File: src/hdl/skt_pkg.sv
`timescale 1ns / 1ps
`default_nettype none
// ----------------------------------------------------------------------------
// skt_pkg: shared types and constants for the sorted key table
// Entry, request and result layouts, request kinds and status codes.
// ----------------------------------------------------------------------------
package skt_pkg;

  localparam int CAPACITY = 64;
  localparam int IDX_W    = $clog2(CAPACITY);
  localparam int CNT_W    = $clog2(CAPACITY + 1);

  localparam logic [1:0] KIND_ADD    = 2'd0;
  localparam logic [1:0] KIND_REMOVE = 2'd1;
  localparam logic [1:0] KIND_LOOKUP = 2'd2;
  localparam logic [1:0] KIND_UNUSED = 2'd3;

  localparam logic [1:0] ST_OK        = 2'd0;
  localparam logic [1:0] ST_NOT_FOUND = 2'd1;
  localparam logic [1:0] ST_FULL      = 2'd2;

  typedef struct packed {
    logic [1:0]  kind;
    logic [31:0] key;
    logic [31:0] group_id;
    logic [15:0] class_code;
    logic [7:0]  level_byte;
    logic [31:0] server_id;
  } skt_in_t;

  typedef struct packed {
    logic [1:0]  status;
    logic [31:0] found_group_id;
    logic [15:0] found_class;
    logic [7:0]  found_level;
    logic [31:0] found_server_id;
    logic [6:0]  entry_count;
  } skt_out_t;

  typedef struct packed {
    logic [31:0] key;
    logic [31:0] group_id;
    logic [15:0] class_code;
    logic [7:0]  level_byte;
    logic [31:0] server_id;
  } skt_entry_t;

  typedef struct packed {
    logic lt;
    logic eq;
  } skt_cmp_t;

endpackage : skt_pkg
`default_nettype wire

File: src/hdl/skt_key_cmp.sv
`timescale 1ns / 1ps
`default_nettype none
// ----------------------------------------------------------------------------
// skt_key_cmp: key comparator
// Shared magnitude compare of a stored key against the request key.
// ----------------------------------------------------------------------------
module skt_key_cmp (
  input  wire logic [31:0] stored_key,
  input  wire logic [31:0] req_key,
  output skt_pkg::skt_cmp_t result
);
  import skt_pkg::*;

  always_comb begin
    result.lt = (stored_key < req_key);
    result.eq = (stored_key == req_key);
  end

endmodule : skt_key_cmp
`default_nettype wire

File: config.mk
export PLATFORM = sky130hd
export DESIGN_NAME = skt_key_cmp
export DESIGN_NICKNAME = d
export VERILOG_FILES = /design/src/hdl/skt_pkg.sv /design/src/hdl/skt_key_cmp.sv
export SDC_FILE = /design/constraint.sdc
export NUM_CORES = 1
export LEC_CHECK = 0
export ABC_CLOCK_PERIOD_IN_PS = 1800
export BUFFER_PORTS_ARGS = -buffer_cell sky130_fd_sc_hd__buf_2
export CORE_AREA = 3 3 54 51
export DETAILED_ROUTE_END_ITERATION = 8
export DIE_AREA = 0 0 57 54
export PLACE_DENSITY = 0.87
export SETUP_SLACK_MARGIN = 0.3
export SLEW_MARGIN = 20
export SYNTH_ARGS = -nofsm -noshare
export SYNTH_HDL_FRONTEND = slang
export SYNTH_SLANG_ARGS = --single-unit
export TNS_END_PERCENT = 1
File: constraint.sdc
create_clock -name vclk -period 1.8
set_clock_uncertainty 0.2 [all_clocks]
set_input_delay 0.09 -clock vclk [all_inputs]
set_output_delay 0.09 -clock vclk [all_outputs]
set_load 0.02 [all_outputs]
==> flow_metrics.env <==
export IMPL_status="finished with violations"
export IMPL_violations="negative setup slack"
export IMPL_crit_arrival_ns=1.83
export IMPL_synth_top_family_by_area="adder cells"
export IMPL_final_cell_mix="64 x buf_2, 29 x inv_1, 27 x ha_1"
export IMPL_synth_seq_area_share_pct=0
export IMPL_power_density_nw_per_um2=199
export IMPL_seq_area_um2=0
export IMPL_synth_cell_area_um2=808
export IMPL_sequential_cell_total=0
export IMPL_setup_tns_ns=-0.321
export IMPL_critPathMaxFanout=2
export IMPL_period_needed_ns=2.12
export IMPL_nClkBuffers=0
export IMPL_dr_pass1_iters=2
export IMPL_die_h_um=54
export IMPL_ant_nets=0
export IMPL_grt_max_degree=4
export IMPL_via_count=996
export IMPL_synth_net_count=211
export IMPL_postPlaceCellArea_um2=1290
export IMPL_io_pins=66
export IMPL_maxCapViolations=0
export IMPL_hp_start="stored_key[31]"
export IMPL_layout_drive_gt1_share_pct=45.4
export IMPL_start_util_pct=36.7
export IMPL_wl_um=2120
export IMPL_remaining_drc_errors=0
export IMPL_max_vdd_ir_drop_uv=108
export IMPL_fin_crit_sh_pct=118
export IMPL_wire_per_inst_um=9.99
export IMPL_worst_pin_slew_ns=0.365
export IMPL_fin_nets=283
export IMPL_synthAdderAreaFrac_pct=49.5
export IMPL_final_area_um2=1330
export IMPL_antenna_found_initial=0
export IMPL_die_w_um=57
export IMPL_grt_usage_pct=14.0
export IMPL_synthCells=115
export IMPL_whs_path_depth=4
export IMPL_avgViaCountPerCell=4.70
export IMPL_yosys_warnings=0
export IMPL_fillers=236
export IMPL_critPathCaptureType="primary output"
export IMPL_dp_hpwl_um=2080
export IMPL_synth_compound_area_share_pct=17.0
export IMPL_grt_ovfl_total=0
export IMPL_timing_critical_path_from_type="input pin"
export IMPL_io_buffers=66
export IMPL_postCtsSetupBuffers=0
export IMPL_pre_cts_slack_ns=-0.419
export IMPL_core_area_um2=2200
export IMPL_min_to="result[1]"
export IMPL_synth_xor_area_share_pct=0
export IMPL_synth_mux_area_share_pct=0
export IMPL_grt_pass1_vias=966
export IMPL_fp_dieArea_um2=3080
export IMPL_hold_buffers=0
export IMPL_grt_pass1_wl_um=3620
export IMPL_syn_to_final_growth_pct=63.9
export IMPL_fin_ws_ns=-0.321
export IMPL_max_freq_ghz=0.471
export IMPL_postSynthAreaPerCell_um2=7.03
export IMPL_first_iter_violations=5
export IMPL_worst_setup_path_type="in2out"
export IMPL_critPathRequiredTime_ns=1.51
export IMPL_yosys_area_share_simple_pct=18.6
export IMPL_ys_types=22
export IMPL_hold_class="in2out"
export IMPL_p_total_w=0.000264
export IMPL_diodes=0
export IMPL_final_common_cell="buf_2"
export IMPL_p_leak_nw=0.800
export IMPL_hold_viol_final=0
export IMPL_setup_viol=1
export IMPL_postLayoutCoreUtil_pct=60.2
export IMPL_num_rows=16
export IMPL_rsz0062_at_grt="true"
export IMPL_slew_headroom_pct=75.4
export IMPL_drv_slew=0
export IMPL_finalWeightedCongestion=0.746
[Yosys cell counts]
master / n / area share (%)
a21o_1: 1 / 0.93
o211ai_1: 1 / 0.93
a211o_1: 1 / 1.1
nand2_1: 9 / 4.2
nand3_1: 2 / 1.2
nor2_1: 6 / 2.8
ha_1: 32 / 50
a211oi_1: 1 / 0.93
nor4_1: 1 / 0.77
inv_1: 32 / 15
a21oi_1: 11 / 6.8
a2111oi_2: 1 / 1.9
or4b_1: 1 / 1.2
o21ai_0: 3 / 1.9
a21boi_1: 1 / 0.93
nand2_2: 1 / 0.77
nand4_1: 4 / 3.1
nor2b_1: 2 / 1.5
a221oi_1: 1 / 1.1
and4_1: 2 / 2.2
o21ai_1: 1 / 0.62
or3_1: 1 / 0.77
[where the power goes]
group	internal (W)	total (W)	switching, W
clock network	0	0	0
logic	0.000147	0.000264	0.000118
registers	0	0	0
total	0.000147	0.000264	0.000118
[worst max path at each step]
stage | start | endpoint | cells after the start
3_3_place_gp | req_key[13] | result[1] | 9
6_report | req_key[13] | result[1] | 9
2_1_floorplan | req_key[13] | result[1] | 7
4_1_cts | req_key[13] | result[1] | 9
5_1_grt | req_key[10] | result[1] | 9
3_5_place_dp | req_key[13] | result[1] | 9
[final cells by class]
cell class	instances	area (µm²)	area share [%]
inverter	32	135	10.2
multi-input combinational	83	783	59.1
tap	27	33.8	2.55
timing repair buffer	70	373	28.1
[timing repair]
action / in CTS / in global routing
setup endpoints to repair: 2 / 2
pin swaps: 2 / 1
gates resized for setup: 7 / 1
[metrics by stage]
stage                     hold WS, ns  instances
after floorplan                 0.211        115
after global placement          0.427        212
after detailed placement        0.450        212
after CTS                       0.444        212
after global routing            0.466        212
final                           0.439        212
[layer usage]
metal  vias up  part of all wire (%)  track usage (%)
met3         0                   9.0            0.959
li1        536                     -                -
met4         0                     0                0
met5         -                     0                0
met2        42                    53             29.7
met1       418                    38             16.2
[worst max-delay path, stage by stage]
cell and delay, ns:
buf_8 0.09, inv_12 0.03, ha_4 0.23, a21oi_2 0.10
nor2_1 0.05, a211o_1 0.26, or4b_4 0.50, a2111oi_4 0.29
buf_4 0.19
[cells by family after synthesis]
group / Yosys count
buffers and inverters: 32
AND/OR/NAND/NOR: 29
adder cells (fa/ha/maj): 32
AO/OA/AOI/OAI: 22
(Power assumes the default switching activity.)
